### src/sv/abst_pkg.sv
package abst_pkg;

	localparam int NODE_SLOTS = 64;
	localparam int SLOT_W = $clog2(NODE_SLOTS);
	localparam int LINK_W = $clog2(NODE_SLOTS + 1);

	typedef logic [SLOT_W-1:0] slot_t;
	typedef logic [LINK_W-1:0] link_t;

	localparam link_t LINK_NONE = link_t'(NODE_SLOTS);

	typedef struct packed {
		logic signed [31:0] key;
		link_t              par;
		link_t              lft;
		link_t              rgt;
	} node_t;

	localparam node_t NODE_RESET = '{key: 32'sd0, par: LINK_NONE, lft: LINK_NONE,
		rgt: LINK_NONE};

	typedef enum logic [2:0] {
		OP_INSERT = 3'd0,
		OP_DELETE = 3'd1,
		OP_SEARCH = 3'd2,
		OP_MIN    = 3'd3,
		OP_MAX    = 3'd4,
		OP_SUCC   = 3'd5
	} op_t;

	localparam logic [2:0] ST_OK         = 3'd0;
	localparam logic [2:0] ST_EMPTY_TREE = 3'd1;
	localparam logic [2:0] ST_NEG_KEY    = 3'd2;
	localparam logic [2:0] ST_POOL_FULL  = 3'd3;
	localparam logic [2:0] ST_SLOT_EMPTY = 3'd4;

	typedef struct packed {
		logic  rd_en;
		slot_t rd_addr;
		logic  wr_en;
		slot_t wr_addr;
		node_t wr_data;
	} ram_req_t;

	typedef struct packed {
		logic  set_en;
		logic  clr_en;
		slot_t idx;
		logic  rd_en;
		slot_t rd_addr;
	} map_req_t;

	typedef struct packed {
		logic  rd_used;
		logic  full;
		slot_t free_idx;
	} map_rsp_t;

	typedef struct packed {
		logic [2:0] status;
		link_t      idx;
		logic       found;
	} res_t;

	function automatic logic is_slot(link_t l);
		return l < LINK_NONE;
	endfunction

endpackage

### src/sv/abst_node_ram.sv
module abst_node_ram (
	input  logic              clk,
	input  abst_pkg::ram_req_t req,
	output abst_pkg::node_t    rd_data
);

	abst_pkg::node_t mem [abst_pkg::NODE_SLOTS];

	always_ff @(posedge clk) begin
		if (req.wr_en) begin
			mem[req.wr_addr] <= req.wr_data;
		end
		if (req.rd_en) begin
			rd_data <= mem[req.rd_addr];
		end
	end

endmodule

### src/sv/abst_slot_map.sv
module abst_slot_map (
	input  logic               clk,
	input  logic               arst_n,
	input  abst_pkg::map_req_t req,
	output abst_pkg::map_rsp_t rsp
);

	logic [abst_pkg::NODE_SLOTS-1:0] used_q;
	logic                            rd_used_q;
	abst_pkg::slot_t                 free_idx;

	always_ff @(posedge clk or negedge arst_n) begin
		if (!arst_n) begin
			used_q    <= '0;
			rd_used_q <= 1'b0;
		end else begin
			if (req.set_en) begin
				used_q[req.idx] <= 1'b1;
			end
			if (req.clr_en) begin
				used_q[req.idx] <= 1'b0;
			end
			if (req.rd_en) begin
				rd_used_q <= used_q[req.rd_addr];
			end
		end
	end

	// lowest free slot
	always_comb begin
		free_idx = '0;
		for (int i = abst_pkg::NODE_SLOTS - 1; i >= 0; i--) begin
			if (!used_q[i]) begin
				free_idx = abst_pkg::slot_t'(i);
			end
		end
	end

	assign rsp.rd_used  = rd_used_q;
	assign rsp.full     = &used_q;
	assign rsp.free_idx = free_idx;

endmodule

### src/sv/abst_ctrl.sv
module abst_ctrl (
	input  logic               clk,
	input  logic               arst_n,
	input  logic               req_valid,
	input  logic [2:0]         operation,
	input  logic signed [31:0] key,
	input  logic [5:0]         slot_index,
	output logic               busy,
	input  abst_pkg::node_t    ram_q,
	output abst_pkg::ram_req_t ram_req,
	output abst_pkg::map_req_t map_req,
	input  abst_pkg::map_rsp_t map_rsp,
	input  logic               res_take,
	output logic               res_valid,
	output abst_pkg::res_t     res
);

	typedef enum logic [17:0] {
		S_IDLE      = 18'h00001,
		S_INS_WALK  = 18'h00002,
		S_INS_NEW   = 18'h00004,
		S_INS_LINK  = 18'h00008,
		S_DEL_Z     = 18'h00010,
		S_DEL_X     = 18'h00020,
		S_DEL_XW    = 18'h00040,
		S_DEL_P     = 18'h00080,
		S_DEL_PW    = 18'h00100,
		S_DEL_K     = 18'h00200,
		S_DEL_KW    = 18'h00400,
		S_DEL_FREE  = 18'h00800,
		S_SRCH_WALK = 18'h01000,
		S_SRCH_CHK  = 18'h02000,
		S_EXT_WALK  = 18'h04000,
		S_SUC_Z     = 18'h08000,
		S_SUC_UP    = 18'h10000,
		S_DONE      = 18'h20000
	} state_t;

	state_t                state_q, state_d;
	logic signed [31:0]    key_q, key_d;
	abst_pkg::link_t       slot_q, slot_d;
	abst_pkg::link_t       cur_q, cur_d;
	abst_pkg::link_t       p_q, p_d;
	abst_pkg::link_t       n_q, n_d;
	abst_pkg::link_t       free_q, free_d;
	abst_pkg::link_t       y_q, y_d;
	abst_pkg::link_t       x_q, x_d;
	abst_pkg::link_t       root_q, root_d;
	abst_pkg::node_t       ynode_q, ynode_d;
	abst_pkg::node_t       pnode_q, pnode_d;
	logic                  dir_q, dir_d;
	logic                  ext_del_q, ext_del_d;
	abst_pkg::res_t        res_q, res_d;

	abst_pkg::node_t       rnode;
	abst_pkg::node_t       wnode;
	abst_pkg::link_t       n_next;
	abst_pkg::link_t       nxt;
	abst_pkg::link_t       ext_link;
	abst_pkg::link_t       x_c;
	logic                  slot_ok;

	// entries never written or freed read as reset nodes
	assign rnode    = map_rsp.rd_used ? ram_q : abst_pkg::NODE_RESET;
	assign n_next   = n_q + 1'b1;
	assign nxt      = (key_q < rnode.key) ? rnode.lft : rnode.rgt;
	assign ext_link = dir_q ? rnode.rgt : rnode.lft;
	assign x_c      = abst_pkg::is_slot(ynode_q.lft) ? ynode_q.lft : ynode_q.rgt;
	assign slot_ok  = int'(slot_index) < abst_pkg::NODE_SLOTS;

	always_comb begin
		state_d   = state_q;
		key_d     = key_q;
		slot_d    = slot_q;
		cur_d     = cur_q;
		p_d       = p_q;
		n_d       = n_q;
		free_d    = free_q;
		y_d       = y_q;
		x_d       = x_q;
		root_d    = root_q;
		ynode_d   = ynode_q;
		pnode_d   = pnode_q;
		dir_d     = dir_q;
		ext_del_d = ext_del_q;
		res_d     = res_q;
		wnode     = rnode;
		ram_req   = '0;
		map_req   = '0;

		unique case (state_q)
			S_IDLE: begin
				if (req_valid) begin
					key_d  = key;
					slot_d = abst_pkg::link_t'(slot_index);
					n_d    = '0;
					res_d  = '{status: abst_pkg::ST_OK, idx: '0, found: 1'b0};
					state_d = S_DONE;
					case (operation)
						abst_pkg::OP_INSERT: begin
							if (key < 0) begin
								res_d.status = abst_pkg::ST_NEG_KEY;
							end else if (map_rsp.full) begin
								res_d.status = abst_pkg::ST_POOL_FULL;
							end else begin
								free_d = abst_pkg::link_t'(map_rsp.free_idx);
								p_d    = abst_pkg::LINK_NONE;
								if (abst_pkg::is_slot(root_q)) begin
									cur_d           = root_q;
									ram_req.rd_en   = 1'b1;
									ram_req.rd_addr = abst_pkg::slot_t'(root_q);
									state_d         = S_INS_WALK;
								end else begin
									state_d = S_INS_NEW;
								end
							end
						end
						abst_pkg::OP_DELETE, abst_pkg::OP_SUCC: begin
							if (!slot_ok) begin
								res_d.status = abst_pkg::ST_SLOT_EMPTY;
							end else begin
								ram_req.rd_en   = 1'b1;
								ram_req.rd_addr = abst_pkg::slot_t'(slot_index);
								state_d = (operation == abst_pkg::OP_DELETE) ? S_DEL_Z
									: S_SUC_Z;
							end
						end
						abst_pkg::OP_SEARCH, abst_pkg::OP_MIN, abst_pkg::OP_MAX: begin
							if (!abst_pkg::is_slot(root_q)) begin
								res_d.status = abst_pkg::ST_EMPTY_TREE;
							end else begin
								cur_d           = root_q;
								ram_req.rd_en   = 1'b1;
								ram_req.rd_addr = abst_pkg::slot_t'(root_q);
								dir_d           = (operation == abst_pkg::OP_MAX);
								ext_del_d       = 1'b0;
								state_d = (operation == abst_pkg::OP_SEARCH) ? S_SRCH_WALK
									: S_EXT_WALK;
							end
						end
						default: ;
					endcase
				end
			end

			S_INS_WALK: begin
				p_d     = cur_q;
				pnode_d = rnode;
				n_d     = n_next;
				if (n_next < abst_pkg::LINK_NONE && abst_pkg::is_slot(nxt)) begin
					cur_d           = nxt;
					ram_req.rd_en   = 1'b1;
					ram_req.rd_addr = abst_pkg::slot_t'(nxt);
				end else begin
					state_d = S_INS_NEW;
				end
			end

			S_INS_NEW: begin
				ram_req.wr_en   = 1'b1;
				ram_req.wr_addr = abst_pkg::slot_t'(free_q);
				ram_req.wr_data = '{key: key_q, par: p_q, lft: abst_pkg::LINK_NONE,
					rgt: abst_pkg::LINK_NONE};
				map_req.set_en  = 1'b1;
				map_req.idx     = abst_pkg::slot_t'(free_q);
				res_d.idx       = free_q;
				res_d.found     = 1'b1;
				if (abst_pkg::is_slot(p_q)) begin
					state_d = S_INS_LINK;
				end else begin
					root_d  = free_q;
					state_d = S_DONE;
				end
			end

			S_INS_LINK: begin
				wnode = pnode_q;
				if (key_q < pnode_q.key) begin
					wnode.lft = free_q;
				end else begin
					wnode.rgt = free_q;
				end
				ram_req.wr_en   = 1'b1;
				ram_req.wr_addr = abst_pkg::slot_t'(p_q);
				ram_req.wr_data = wnode;
				state_d         = S_DONE;
			end

			S_DEL_Z: begin
				if (!map_rsp.rd_used) begin
					res_d.status = abst_pkg::ST_SLOT_EMPTY;
					state_d      = S_DONE;
				end else if (!abst_pkg::is_slot(rnode.lft) || !abst_pkg::is_slot(rnode.rgt))
				begin
					y_d     = slot_q;
					ynode_d = rnode;
					state_d = S_DEL_X;
				end else begin
					cur_d           = rnode.rgt;
					ram_req.rd_en   = 1'b1;
					ram_req.rd_addr = abst_pkg::slot_t'(rnode.rgt);
					dir_d           = 1'b0;
					ext_del_d       = 1'b1;
					state_d         = S_EXT_WALK;
				end
			end

			S_DEL_X: begin
				x_d = x_c;
				if (abst_pkg::is_slot(x_c)) begin
					ram_req.rd_en   = 1'b1;
					ram_req.rd_addr = abst_pkg::slot_t'(x_c);
					state_d         = S_DEL_XW;
				end else begin
					state_d = S_DEL_P;
				end
			end

			S_DEL_XW: begin
				wnode.par       = ynode_q.par;
				ram_req.wr_en   = 1'b1;
				ram_req.wr_addr = abst_pkg::slot_t'(x_q);
				ram_req.wr_data = wnode;
				state_d         = S_DEL_P;
			end

			S_DEL_P: begin
				if (abst_pkg::is_slot(ynode_q.par)) begin
					ram_req.rd_en   = 1'b1;
					ram_req.rd_addr = abst_pkg::slot_t'(ynode_q.par);
					state_d         = S_DEL_PW;
				end else begin
					root_d  = x_q;
					state_d = S_DEL_K;
				end
			end

			S_DEL_PW: begin
				if (rnode.lft == y_q) begin
					wnode.lft = x_q;
				end else begin
					wnode.rgt = x_q;
				end
				ram_req.wr_en   = 1'b1;
				ram_req.wr_addr = abst_pkg::slot_t'(ynode_q.par);
				ram_req.wr_data = wnode;
				state_d         = S_DEL_K;
			end

			S_DEL_K: begin
				if (y_q != slot_q) begin
					ram_req.rd_en   = 1'b1;
					ram_req.rd_addr = abst_pkg::slot_t'(slot_q);
					state_d         = S_DEL_KW;
				end else begin
					state_d = S_DEL_FREE;
				end
			end

			S_DEL_KW: begin
				wnode.key       = ynode_q.key;
				ram_req.wr_en   = 1'b1;
				ram_req.wr_addr = abst_pkg::slot_t'(slot_q);
				ram_req.wr_data = wnode;
				state_d         = S_DEL_FREE;
			end

			S_DEL_FREE: begin
				map_req.clr_en = 1'b1;
				map_req.idx    = abst_pkg::slot_t'(y_q);
				res_d.idx      = y_q;
				res_d.found    = 1'b1;
				state_d        = S_DONE;
			end

			S_SRCH_WALK: begin
				n_d = n_next;
				if (rnode.key == key_q) begin
					res_d.idx   = cur_q;
					res_d.found = 1'b1;
					state_d     = S_DONE;
				end else if (abst_pkg::is_slot(nxt)) begin
					cur_d           = nxt;
					ram_req.rd_en   = 1'b1;
					ram_req.rd_addr = abst_pkg::slot_t'(nxt);
					if (!(n_next < abst_pkg::LINK_NONE)) begin
						state_d = S_SRCH_CHK;
					end
				end else begin
					state_d = S_DONE;
				end
			end

			S_SRCH_CHK: begin
				if (rnode.key == key_q) begin
					res_d.idx   = cur_q;
					res_d.found = 1'b1;
				end
				state_d = S_DONE;
			end

			S_EXT_WALK: begin
				if (n_q < abst_pkg::LINK_NONE && abst_pkg::is_slot(ext_link)) begin
					cur_d           = ext_link;
					n_d             = n_next;
					ram_req.rd_en   = 1'b1;
					ram_req.rd_addr = abst_pkg::slot_t'(ext_link);
				end else if (ext_del_q) begin
					y_d     = cur_q;
					ynode_d = rnode;
					state_d = S_DEL_X;
				end else begin
					res_d.idx   = cur_q;
					res_d.found = 1'b1;
					state_d     = S_DONE;
				end
			end

			S_SUC_Z: begin
				if (!map_rsp.rd_used) begin
					res_d.status = abst_pkg::ST_SLOT_EMPTY;
					state_d      = S_DONE;
				end else if (abst_pkg::is_slot(rnode.rgt)) begin
					cur_d           = rnode.rgt;
					ram_req.rd_en   = 1'b1;
					ram_req.rd_addr = abst_pkg::slot_t'(rnode.rgt);
					dir_d           = 1'b0;
					ext_del_d       = 1'b0;
					state_d         = S_EXT_WALK;
				end else begin
					cur_d = slot_q;
					p_d   = rnode.par;
					if (abst_pkg::is_slot(rnode.par)) begin
						ram_req.rd_en   = 1'b1;
						ram_req.rd_addr = abst_pkg::slot_t'(rnode.par);
						state_d         = S_SUC_UP;
					end else begin
						state_d = S_DONE;
					end
				end
			end

			S_SUC_UP: begin
				if (rnode.rgt == cur_q) begin
					cur_d = p_q;
					p_d   = rnode.par;
					n_d   = n_next;
					if (n_next < abst_pkg::LINK_NONE && abst_pkg::is_slot(rnode.par)) begin
						ram_req.rd_en   = 1'b1;
						ram_req.rd_addr = abst_pkg::slot_t'(rnode.par);
					end else begin
						if (abst_pkg::is_slot(rnode.par)) begin
							res_d.idx   = rnode.par;
							res_d.found = 1'b1;
						end
						state_d = S_DONE;
					end
				end else begin
					res_d.idx   = p_q;
					res_d.found = 1'b1;
					state_d     = S_DONE;
				end
			end

			S_DONE: begin
				if (res_take) begin
					state_d = S_IDLE;
				end
			end

			default: state_d = S_IDLE;
		endcase

		map_req.rd_en   = ram_req.rd_en;
		map_req.rd_addr = ram_req.rd_addr;
	end

	always_ff @(posedge clk or negedge arst_n) begin
		if (!arst_n) begin
			state_q <= S_IDLE;
			root_q  <= abst_pkg::LINK_NONE;
		end else begin
			state_q <= state_d;
			root_q  <= root_d;
		end
	end

	always_ff @(posedge clk) begin
		key_q     <= key_d;
		slot_q    <= slot_d;
		cur_q     <= cur_d;
		p_q       <= p_d;
		n_q       <= n_d;
		free_q    <= free_d;
		y_q       <= y_d;
		x_q       <= x_d;
		ynode_q   <= ynode_d;
		pnode_q   <= pnode_d;
		dir_q     <= dir_d;
		ext_del_q <= ext_del_d;
		res_q     <= res_d;
	end

	assign busy      = (state_q != S_IDLE);
	assign res_valid = (state_q == S_DONE);
	assign res       = res_q;

endmodule

### src/sv/array_binary_search_tree.sv
// Binary search tree engine over a pool of 64 node slots.
// Request channel (req_valid / req_stall): operation, key, slot_index. A transfer
// happens on a rising edge with req_valid high and req_stall low. Operations:
// insert, delete by slot, search, minimum, maximum, in-order successor.
// Response channel (rsp_valid / rsp_stall): status, result_index, found, one
// response per request, in order.
// Timing: one operation at a time. The time a request takes grows with the number
// of nodes walked, plus the delete write-backs. Every link step is one read of the
// node memory, whose single registered read port sets the pace.
// A finished response sits in the output register; a new request is taken while
// it waits, but the next response cannot leave the engine until it is taken, so
// a stalled receiver holds the engine in its final state and req_stall stays high.
// Reset: tree empty, all slots free; slot-use bits clear at once, so no clearing
// pass runs and requests are taken as soon as reset is released.
module array_binary_search_tree (
	input  logic               clk,
	input  logic               arst_n,
	input  logic               req_valid,
	output logic               req_stall,
	input  logic [2:0]         operation,
	input  logic signed [31:0] key,
	input  logic [5:0]         slot_index,
	output logic               rsp_valid,
	input  logic               rsp_stall,
	output logic [2:0]         status,
	output logic [5:0]         result_index,
	output logic               found
);

	abst_pkg::ram_req_t ram_req;
	abst_pkg::node_t    ram_q;
	abst_pkg::map_req_t map_req;
	abst_pkg::map_rsp_t map_rsp;
	abst_pkg::res_t     res;
	logic               res_valid;
	logic               res_take;
	logic               busy;
	logic               rsp_valid_q;
	abst_pkg::res_t     rsp_q;

	// node links and keys
	abst_node_ram u_ram (
		.clk     (clk),
		.req     (ram_req),
		.rd_data (ram_q)
	);

	// slot-use bits and lowest-free-slot lookup
	abst_slot_map u_map (
		.clk    (clk),
		.arst_n (arst_n),
		.req    (map_req),
		.rsp    (map_rsp)
	);

	// operation sequencer
	abst_ctrl u_ctrl (
		.clk        (clk),
		.arst_n     (arst_n),
		.req_valid  (req_valid),
		.operation  (operation),
		.key        (key),
		.slot_index (slot_index),
		.busy       (busy),
		.ram_q      (ram_q),
		.ram_req    (ram_req),
		.map_req    (map_req),
		.map_rsp    (map_rsp),
		.res_take   (res_take),
		.res_valid  (res_valid),
		.res        (res)
	);

	assign req_stall = busy;

	// load the output register when it is empty or being drained this cycle
	assign res_take = !rsp_valid_q || !rsp_stall;

	always_ff @(posedge clk or negedge arst_n) begin
		if (!arst_n) begin
			rsp_valid_q <= 1'b0;
		end else if (res_take) begin
			rsp_valid_q <= res_valid;
		end
	end

	always_ff @(posedge clk) begin
		if (res_take && res_valid) begin
			rsp_q <= res;
		end
	end

	assign rsp_valid    = rsp_valid_q;
	assign status       = rsp_q.status;
	assign result_index = 6'(rsp_q.idx);
	assign found        = rsp_q.found;

endmodule

### config.mk
export PLATFORM = sky130hd
export DESIGN_NAME = array_binary_search_tree
export DESIGN_NICKNAME = d
export VERILOG_FILES = /design/src/sv/abst_pkg.sv /design/src/sv/abst_node_ram.sv /design/src/sv/abst_slot_map.sv /design/src/sv/abst_ctrl.sv /design/src/sv/array_binary_search_tree.sv
export SDC_FILE = /design/constraint.sdc
export NUM_CORES = 2
export LEC_CHECK = 0
export CAP_MARGIN = 30
export CORE_MARGIN = 2
export CORE_UTILIZATION = 45
export DETAILED_ROUTE_END_ITERATION = 12
export DONT_BUFFER_PORTS = 1
export GPL_ROUTABILITY_DRIVEN = 1
export SKIP_CTS_REPAIR_TIMING = 1
export SLEW_MARGIN = 0
export SYNTH_ARGS = -nofsm -noshare
export SYNTH_HDL_FRONTEND = slang
export SYNTH_SLANG_ARGS = --single-unit
### constraint.sdc
create_clock -name clk -period 7.1 [get_ports clk]
set_input_delay 0.355 -clock clk [delete_from_list [all_inputs] [get_ports clk]]
set_output_delay 0.355 -clock clk [all_outputs]
set_load 0.03 [all_outputs]
=== Yosys cells after proc, flatten, opt, wreduce, memory -nomap -nowiden ===
Memories as Yosys holds them, arrays and structs flattened. A register that Yosys moved wholly into a read port is not among the register bits.
Cells that the tools add are included.

* Input port bits: 45
* Memories kept: 1
* Bits in registers: 298
* Memory bits (writable): 3392
* Output and inout port bits: 12
* Word-level logic and storage cells: 360

{| class="wikitable"
|+ Memories
! name !! words !! bits a word !! read ports !! clocked after memory_dff !! write ports !! line !! text
|-
| u_ram.mem || 64 || 53 || 1 || 1 || 1 || abst_node_ram.sv:7 || <nowiki>abst_pkg::node_t mem [abst_pkg::NODE_SLOTS];</nowiki>
|}

* $add $sub $neg: 1
* Magnitude comparators: 18
* Reductions and logical operators: 43
* Eq/ne operators: 60
* Muxes and demuxes: 198
* Bitwise gates (word level): 5

{| class="wikitable"
|+ Operator list
! kind !! number
|-
| $mux W7 || 60
|-
| $mux W18 || 18
|-
| $pmux W60 S5 || 1
|-
| $pmux W18 S16 || 1
|-
| $mux W53 || 5
|-
| $mux W6 || 32
|-
| $mux W64 || 2
|-
| $pmux W53 S2 || 1
|-
| $lt A7 B7 Y1 const B || 12
|-
| $mux W5 || 16
|-
| $pmux W7 S10 || 1
|-
| $and A64 B64 Y64 || 1
|-
| $lt A32 B32 Y1 || 2
|-
| $not A64 Y64 || 1
|-
| $or A64 B64 Y64 || 1
|-
| $reduce_and A64 Y1 || 1
|-
| $pmux W7 S4 || 2
|-
| $pmux W18 S3 || 1
|-
| $pmux W7 S7 || 1
|-
| $pmux W7 S2 || 3
|-
| $pmux W7 S6 || 1
|-
| $eq A32 B32 Y1 || 1
|-
| $lt A32 B1 Y1 const B || 1
|-
| $mux W4 || 8
|-
| other kinds (69) || 152
|}

=== Longest topological paths before layout ===
* Word-level depth: 63
* Gate-level depth with buffers: 25
* Mapped depth without buffers: 15

=== Modules after synthesis ===
From an unflattened synthesis, not the netlist that was laid out.

* Cell total of the unflattened synthesis: 7155
* Area total of the unflattened synthesis: 147149.9 um^2

{| class="wikitable"
|+ Modules (own cells, without submodules)
! module !! area an instance (um^2) !! instances !! cells each !! seq. area each (um^2)
|-
| abst_node_ram || 129797.0 || 1 || 5439 || 103449.2
|-
| abst_ctrl || 13173.9 || 1 || 1272 || 6573.8
|-
| abst_slot_map || 3831.2 || 1 || 430 || 1626.6
|-
| array_binary_search_tree || 347.8 || 1 || 14 || 325.3
|}

=== Worst setup path before layout ===
OpenSTA, ideal clock, no wires.

* Path kind: flip-flop to flip-flop
* Start point: register u_ctrl.state_q[13]
* End point: register u_ctrl.y_q[0] (enable)
* Stages on the path, launching flop included: 8
* Required time: 6539 ps
* Setup slack: 562 ps
* Setup time: 561 ps
* Buffers on the path: 3
* Clock period less this slack: 6538 ps
* Arrival: 5977 ps
* Cell sequence: dfrtp_1 > nor4_1 > nand4_1 > buf_2 > nand2b_1 > clkbuf_1 > clkbuf_1 > o21ai_0

* Cells in the longest elaborated chain, start to end: 3
* Elaborated cells between the ends (all ways): 8
* Classes of those cells: eq/ne (6); reduce/logical (2)

{| class="wikitable"
|+ RTL lines
! element !! line !! text
|-
| from (decl) || abst_ctrl.sv:39 || <nowiki>state_t state_q, state_d;</nowiki>
|-
| from (signal assigned) || abst_ctrl.sv:383 || <nowiki>state_q <= state_d;</nowiki>
|-
| $eq A18 B15 Y1 / $eq A18 B5 Y1 (equally long branches) || abst_ctrl.sv:91 || <nowiki>unique case (state_q)</nowiki>
|-
| $ne A2 B1 Y1 (no line) (tied with other cells) || - ||
|-
| $reduce_and A5 Y1 (no line) (*) || - ||
|-
| to (signal assigned) || abst_ctrl.sv:395 || <nowiki>y_q <= y_d;</nowiki>
|-
| to (decl) || abst_ctrl.sv:46 || <nowiki>abst_pkg::link_t y_q, y_d;</nowiki>
|}

Every way passes the cells marked *; elsewhere a longest branch is shown, timed or not.
A chain may end at the register's enable or synchronous reset.

=== Worst setup path after layout ===
* Start point: register u_map.rd_used_q
* End point: register, netlist name u_ram.rd_data[30]

* Cells in the longest elaborated chain, start to end: 7
* Elaborated cells between the ends (all ways): 29
* Classes of those cells: order compare (6); eq/ne (2); mux (15); reduce/logical (6)

{| class="wikitable"
|+ RTL lines
! element !! line !! text
|-
| from (decl) || abst_slot_map.sv:9 || <nowiki>logic rd_used_q;</nowiki>
|-
| from (signal assigned) || abst_slot_map.sv:24 || <nowiki>rd_used_q <= used_q[req.rd_addr];</nowiki>
|-
| $mux W53 || abst_ctrl.sv:64 || <nowiki>assign rnode = map_rsp.rd_used ? ram_q : abst_pkg::NODE_RESET;</nowiki>
|-
| $lt A32 B32 Y1 / $lt A7 B7 Y1 (equally long branches) || abst_ctrl.sv:66, abst_pkg.sv:66 ||
|-
| $mux W7 / $logic_not A1 Y1 (equally long branches) || abst_ctrl.sv:66, abst_ctrl.sv:193 ||
|-
| $lt A7 B7 Y1 / $logic_or A1 B1 Y1 (equally long branches) || abst_pkg.sv:66, abst_ctrl.sv:193 ||
|-
| $mux W7 (tied with other cells) || abst_ctrl.sv:282 || <nowiki>end else if (abst_pkg::is_slot(nxt)) begin</nowiki>
|-
| $mux W7 (on tied branches) || abst_ctrl.sv:278, abst_ctrl.sv:150, abst_ctrl.sv:190 ||
|-
| $pmux W7 S10 (*) || abst_ctrl.sv:91 ||
|}

Marked as above.

==> impl_metrics.py <==
metrics = {
    "run_status": {
        "status": "finished with violations",
        "failed_checks": "negative hold slack",
    },
    "power": {
        "power_switching_mw": 13.40,
        "finalPower_mw": 51.13,
        "p_per_area_nw_per_um2": 295.9,
        "p_int_mw": 37.72,
        "netSwitchingFraction": 0.2621,
        "pwr-share-clk": 0.388,
        "p_seq_frac": 0.490,
        "p_leak_nw": 51.01,
        "pwr-share-comb": 0.123,
        "ir_drop_v": 0.0002178,
    },
    "synth": {
        "async_flop_share": 0.02431,
        "synth_top_area_cell": "edfxtp_1",
        "yosys-top-cells-area": "edfxtp_1, mux4_2, mux2i_1",
        "syn_avg_cell_area_um2": 18.63,
        "syn-cell-area_um2": 149600,
        "ys_ff_latch": 3743,
        "yosys_warnings": 0,
        "yosys.area.top_type_share": 0.7332,
        "synth_seq_area_share": 0.7484,
        "yosysUniqueCellTypes": 98,
        "synthFlopType": "edfxtp_1",
        "synth_fp_nets": 8140,
        "netlist_instances": 8031,
        "synth_edf_count": 3652,
    },
    "timing": {
        "hold_viol": 2,
        "skew_ps": 92.39,
        "worstMarginPinSlew_ps": 1202,
        "period_needed_ps": 7044,
        "finalSetupTns_ps": 0,
        "fmax_mhz": 142.0,
        "worst_slack_ps": 55.58,
        "rsz0062_at_grt": "yes",
        "whs_ps": -49.81,
        "setup_viol": 0,
        "slew_violations": 0,
        "slew-limit-headroom": 0.1967,
        "post-route-period-util": 0.9922,
    },
    "clock_tree": {
        "cts_num_sinks": 3743,
        "ctsHtreeMaxLevel": 5,
        "clk_path_buf_depth": 4,
        "cts_inserted_buffers": 380,
        "clkSlewWorstSetupHoldPaths_ps": 60,
        "cts_tree": "yes",
        "clk_latency_ps": 1020,
        "cts_root_buf": "clkbuf_16",
    },
    "grt": {
        "use_met3": 0.08139,
        "busiest_layer": "met2",
        "use_met1": 0.4176,
        "grt_pass1_wl_um": 706400,
        "grt_start_max_net_pins": 92,
        "grt_pass1_vias": 84239,
        "track_usage": 0.3044,
        "grt-ovfl-total": 0,
        "met2_usage": 0.4614,
        "antenna_found_initial": 24,
    },
    "drt": {
        "post_drt_via_cell_ratio": 6.673,
        "drt_iter0_markers": 13952,
        "ant_nets": 0,
        "drt_pass1_iterations": 9,
        "wl_per_cell_um": 39.34,
        "via_count": 88757,
        "routed_wl_um": 523300,
        "drc": 0,
    },
    "layout": {
        "final_area_um2": 172800,
        "fin_nets": 8707,
        "area_growth_pct": 15.51,
        "drive_gt1_frac": 0.2303,
        "final_cell_mix": "edfxtp_1, mux4_2, nand2_1",
        "final_common_cell": "edfxtp_1",
    },
    "placed_design": {
        "portBuffers": 0,
        "globalplace.congestion": 0.9219,
        "place_area_um2": 159800,
        "post-dp-hpwl_um": 298200,
        "post-place-ws_ps": -456.9,
    },
    "worst_setup_path": {
        "worstSetupStartpointType": "register",
        "critical_path.endpoint_type": "register",
        "critical_path.top_delay_family": "compound AO/OA/AOI/OAI gates",
        "path_common_cell": "buf_4",
        "cp_slowest_cell": "nand2_1",
        "path_class": "register to register",
        "path_max_fanout": 28,
        "cp.required_ps": 7820,
        "arrival_ps": 7760,
        "slowest_delay_ps": 690,
        "cp_cell_sequence": "buf_4 > nand2_1 > ha_1 > a21oi_1 > o22ai_1 > o311ai_1 > buf_4 > nand4b_1 > nor3_1 > nor4_2 > or2_2 > a21oi_4 > nand2_1 > buf_4 > a221oi_1 > o21ai_0 > and3_1 > a21oi_2",
        "crit_buf_inv": 3,
    },
    "floorplan": {
        "dieArea_um2": 337000,
        "initial_core_util": 0.4525,
        "core_area_um2": 330500,
        "die_width_um": 580.5,
        "die_h_um": 580.5,
        "io_pins": 57,
        "num_rows": 211,
    },
    "min_path": {
        "worstHoldPathType": "input port to register",
    },
    "flow_run": {
        "drv_cap": 0,
    },
}
==> registers in the layout, indices dropped and copies added, names as in the netlist, 7 cells and up <==
name	flops
u_ctrl.cur_q	7
u_ctrl.key_q	32
u_ctrl.n_q	7
u_ctrl.p_q	7
u_ctrl.pnode_q	53
u_ctrl.res	10
u_ctrl.root_q	7
u_ctrl.state_q	18
u_ctrl.x_q	7
u_ctrl.y_q	7
u_ctrl.ynode_q	53
u_map.used_q	64
u_ram.mem	3392
u_ram.rd_data	53
==> metal layers <==
layer  vias to the layer above  wire, um
met3                      1199     65610
met2                      6327    235000
li1                      34202         -
met1                     47019    196900
met5                         -        76
met4                        10     25700
==> layout make-up <==
class | count | area (um2)
antenna | 17 | 42.54
clock buffer | 474 | 10010
clock inverter | 228 | 2140
fill | 26088 | 157800
inverter | 126 | 474.2
multi-input combinational | 3742 | 36440
sequential | 3743 | 111900
tap | 4366 | 5463
timing repair buffer | 605 | 6261
==> tightest hold or removal path, stage by stage <==
cell and delay [ps]:
inv_1 100, o21ai_0 110, a21boi_0 170, o21ai_0 130
==> power by group through the flow <==
stage	clock (mW)	sequential [mW]	combinational (mW)
floorplan	0	25.2	3.43
global placement	0	25.5	5.97
detailed placement	0	25.5	6.05
CTS	20.0	25.0	6.07
global route	20.8	25.0	6.52
finish	19.8	25.0	6.27
==> synth_stat cells, types with 17 or more instances <==
library cell,instances
a211oi_1,23
a21o_1,30
a21oi_1,272
a221o_1,24
a221oi_1,141
a222oi_1,46
a22oi_1,54
a31oi_1,60
and2_1,26
and3_1,30
buf_2,155
buf_4,70
buf_6,17
clkbuf_1,167
dfrtp_1,89
edfxtp_1,3652
ha_1,64
inv_1,122
mux2_2,68
mux2i_1,367
mux4_2,680
nand2_1,655
nand2b_1,17
nand3_1,239
nand4_1,43
nor2_1,211
nor3_1,65
nor4_1,26
o2111ai_1,18
o211ai_1,27
o21ai_0,210
o221ai_1,35
o22ai_1,45
==> through the flow <==
step	cells	utilization
after global routing	13286	0.5226
after detailed placement	12512	0.4834
after CTS	13214	0.5202
final	13301	0.5227
after global placement	12475	0.4822
after floorplan	8031	-
==> cells by family (layout without fill, tap and decap cells) <==
kind of cell             Yosys count  after routing  synth area share
AO/OA/AOI/OAI                   1139           1139           0.05245
XOR/XNOR                          23             23          0.001347
adder cells (fa/ha/maj)           64             64          0.005353
buffers and inverters            546           1433           0.01764
flip-flops                      3743           3743            0.7484
multiplexers                    1118           1118            0.1323
other                              0             17                 0
AND/OR/NAND/NOR                 1398           1398           0.04250
==> worst paths after layout <==
path	startpoint	endpoint	slack, ps	cells past startpoint
worst max register to register	u_map.rd_used_q	u_ram.rd_data[30]	60	18
worst min-delay path	operation[0]	u_ctrl.state_q[14]	-50	4
worst min register to register	u_ctrl.res[8]	status[0]	420	0
worst max-delay path	u_map.rd_used_q	u_ram.rd_data[30]	60	18
max in group asynchronous	arst_n	u_map.rd_used_q	5310	4
min in group asynchronous	arst_n	rsp_valid	510	3
No activity file was read; power rests on OpenSTA's default activity.
